--- src/rtl/label_centroid_accumulator_core_macros.svh ---
// ----------------------------------------------------------------------------
// Assertion macros for the label centroid accumulator
// Shorthand for clocked, reset-qualified concurrent checks.
// ----------------------------------------------------------------------------
`ifndef LABEL_CENTROID_ACCUMULATOR_CORE_MACROS_SVH
`define LABEL_CENTROID_ACCUMULATOR_CORE_MACROS_SVH

// Same-cycle implication
`define LCACC_ASSERT_SAME(lbl, clk, rst_n, ante, cons, msg) \
  lbl: assert property (@(posedge clk) disable iff (!rst_n) (ante) |-> (cons)) \
    else $error(msg);

// Next-cycle implication
`define LCACC_ASSERT_NEXT(lbl, clk, rst_n, ante, cons, msg) \
  lbl: assert property (@(posedge clk) disable iff (!rst_n) (ante) |=> (cons)) \
    else $error(msg);

`endif

--- src/rtl/lcacc_ram.sv ---
// ----------------------------------------------------------------------------
// lcacc_ram
// Generic simple dual-port RAM, one write and one registered read port.
// ----------------------------------------------------------------------------
`timescale 1ns / 1ps

module lcacc_ram #(
  parameter int Width = 8,
  parameter int Depth = 16
) (
  input  logic                     clk_i,
  input  logic                     we_i,
  input  logic [$clog2(Depth)-1:0] waddr_i,
  input  logic [Width-1:0]         wdata_i,
  input  logic [$clog2(Depth)-1:0] raddr_i,
  output logic [Width-1:0]         rdata_o
);

  logic [Width-1:0] mem_q [Depth];
  logic [Width-1:0] rdata_q;

  always_ff @(posedge clk_i) begin
    if (we_i) begin
      mem_q[waddr_i] <= wdata_i;
    end
    rdata_q <= mem_q[raddr_i];
  end

  assign rdata_o = rdata_q;

endmodule

--- config.mk ---
export PLATFORM = sky130hd
export DESIGN_NAME = lcacc_ram
export DESIGN_NICKNAME = d
export VERILOG_FILES = /design/src/rtl/label_centroid_accumulator_core_macros.svh /design/src/rtl/lcacc_ram.sv
export SDC_FILE = /design/constraint.sdc
export NUM_CORES = 1
export LEC_CHECK = 0
export BUFFER_PORTS_ARGS = -buffer_cell sky130_fd_sc_hd__buf_2
export CORE_ASPECT_RATIO = 0.9
export CORE_MARGIN = 1
export CORE_UTILIZATION = 30
export CTS_CLUSTER_DIAMETER = 80
export CTS_CLUSTER_SIZE = 40
export DETAILED_ROUTE_END_ITERATION = 10
export MAX_ROUTING_LAYER = met4
export SLEW_MARGIN = 20
export SYNTH_ARGS = -nofsm -noshare
export SYNTH_HDL_FRONTEND = slang
export SYNTH_SLANG_ARGS = --single-unit
--- constraint.sdc ---
create_clock -name clk_i -period 2.1 [get_ports clk_i]
set_input_delay 0.105 -clock clk_i [delete_from_list [all_inputs] [get_ports clk_i]]
set_output_delay 0.105 -clock clk_i [all_outputs]
set_load 0.02 [all_outputs]
==> metrics.txt <==
status completed; number of gates resized after cts 0; Setup Viol. Count Final 0; Placeable Area 0.0168 sq mm; gpl congestion 0.705; CTS tree built; Cells after DPL 476; Final Critical Period 1.41 ns; peak supply drop 435 uV; cell family with the largest share of critical-path delay multiplexers; final std cells w/o fill 508; # nets final 302; Total Routing Usage GR 13.0%; top-area cell type share of the netlist area 74.7%; Layout area overhead 22.1%; placement-stage cell area 0.00563 sq mm; syn_nets 247; Yosys top cell by area edfxtp_1; DP HPWL 6490 um; Yosys reg bits 136; top cells by count, synth 128 x edfxtp_1, 18 x mux4_2, 16 x a22oi_1; sequential area share after synthesis 77.8%; DIE WIDTH 140 um; largest net degree at the start of global routing 33; Power, Total 6580 uW; critical path type reg -> reg; Vias 2425; Gate Count Post-Synth 229; Critical Path RT 2.37 ns; # H-tree levels 4; worst skew pair latency 0.41 ns; Syn Std Cell Area 0.00515 sq mm; CP bufs+invs 0; Fillers 1509; fin crit share 67.1%; initial antenna violation count 0; slowest cell delay on critical path 0.50 ns; root buffer cell clkbuf_16; Critical Path End Type register; Yosys warnings 0; antenna cells 0; Worst Path Arrival 1.68 ns; Lkg Pwr 0.00213 uW; die area 0.0177 sq mm; DR iter-0 viols 120; metal3 WL 522 um; top_reg_cell synth edfxtp_1; EDFF count, synth 128; DR top layer met4; Slew Limit Fails 0; vias in the first global route 2528; CP max FO 1; Max Cap Viol 0; final worst slack 0.691 ns; Worst-path clk slew 0.06 ns; post-synthesis area per instance 22.5 sq um; CP cell instances mux4_1 > a22oi_1 > nand2_1; setup bufs post-CTS 0; Synth area leaders edfxtp_1 75%, mux4_2 7.9%, mux4_1 7.1%; IO buf count 25; WL met1 4780 um; Vias/cell 4.77; Die Y 126 um; initial core utilization 30.6%; first-pass GRT wire length 15700 um; Hold Crit Depth 1; Place WS 0.397 ns; DR WL/cell 20.1 um; CTS Buf Count 17; Final Hold Viols 0; Startpoint Class register; cts hold-fix bufs 0; post-route cell area 0.00629 sq mm; Final ANT Viol Nets 0; Cell variety after synth 19; clk buf depth 2; CP Depth 3; worst hold path type in -> reg; slew margin rel. 51.4%; R2R setup slack 0.69 ns; drt first pass iters 4; fraction of registers with async set/reset 0%; pwr/cell area 1050 mW/mm^2; Final TNS setup 0 ns; f_max 0.710 GHz; Remaining Overflow, GRT 0; routed wire length 10200 um; TritonCTS Sinks 136; cell row count 45; met2 wire len 4880 um; Worst Max-Slew Pin Slew 0.726 ns; final clock skew 0.00949 ns; slowest library cell on the worst path mux4_1; share of cells above drive strength 1 32.0%; RSZ-0062 raised after global routing no; r2r worst-path depth 3; most frequent cell after synthesis edfxtp_1; Ports 26; remaining routing DRC violations 0
-- logic make-up (layout without fill, tap and decap cells) --
kind of cell           after synthesis  in the layout  synth area share, %
multiplexers                        32             32                 15.0
buffers and inverters               10             78                 1.68
flip-flops                         136            136                 77.8
AO/OA/AOI/OAI                       16             16                 2.33
AND/OR/NAND/NOR                     35             35                 3.18
-- routing by layer --
metal | vias to the layer above | GRT usage [%]
met1 | 1264 | 17.4
met3 | 4 | 3.73
met2 | 73 | 18.9
li1 | 1084 | -
met5 | - | -
met4 | 0 | 4.46
-- area by class of cell --
cell class	instances	area (sq um)	area share, %
clock inverters	13	200	3.18
multi-input cells	83	1060	16.8
flip-flops and latches	136	4000	63.7
repair buffers	46	308	4.90
well taps	211	264	4.20
clock buffers	19	453	7.21
-- cell usage in the layout (no fill, tap or decap), drive strengths merged, types with 2 or more instances in the layout --
| cell type | netlist | routed |
|---|---|---|
| nand2 | 9 | 9 |
| a22oi | 16 | 16 |
| bufinv | 0 | 5 |
| buf | 7 | 46 |
| nand3b | 2 | 2 |
| edfxtp | 128 | 128 |
| nor3 | 4 | 4 |
| nor2 | 13 | 13 |
| mux4 | 32 | 32 |
| clkbuf | 0 | 19 |
| dfxtp | 8 | 8 |
| clkinvlp | 0 | 2 |
| clkinv | 0 | 6 |
| nand2b | 2 | 2 |
-- registers in the layout (all words and copies together) (netlist names) --
signal,count
rdata_o,8
mem_q,128
-- report_power, final --
part	switching (uW)	internal, uW
Clock	1060	2160
Combinational	181	123
Sequential	18.6	3040
Total	1260	5320
-- final timing paths --
path / start / endpoint
worst min register to register: mem_q[12][0] / rdata_o[0]
worst max register to register: mem_q[9][1] / rdata_o[1]
worst max-delay path: mem_q[9][1] / rdata_o[1]
worst min-delay path: wdata_i[0] / mem_q[7][0]
-- stage by stage --
step,util (%),hold slack (ns)
detailed placement,33.5,0.503
floorplan,-,0.204
global placement,33.5,0.488
finish,37.3,0.0881
global route,37.3,0.0749
CTS,37.3,0.0668
No activity file was read; power rests on OpenSTA's default activity.
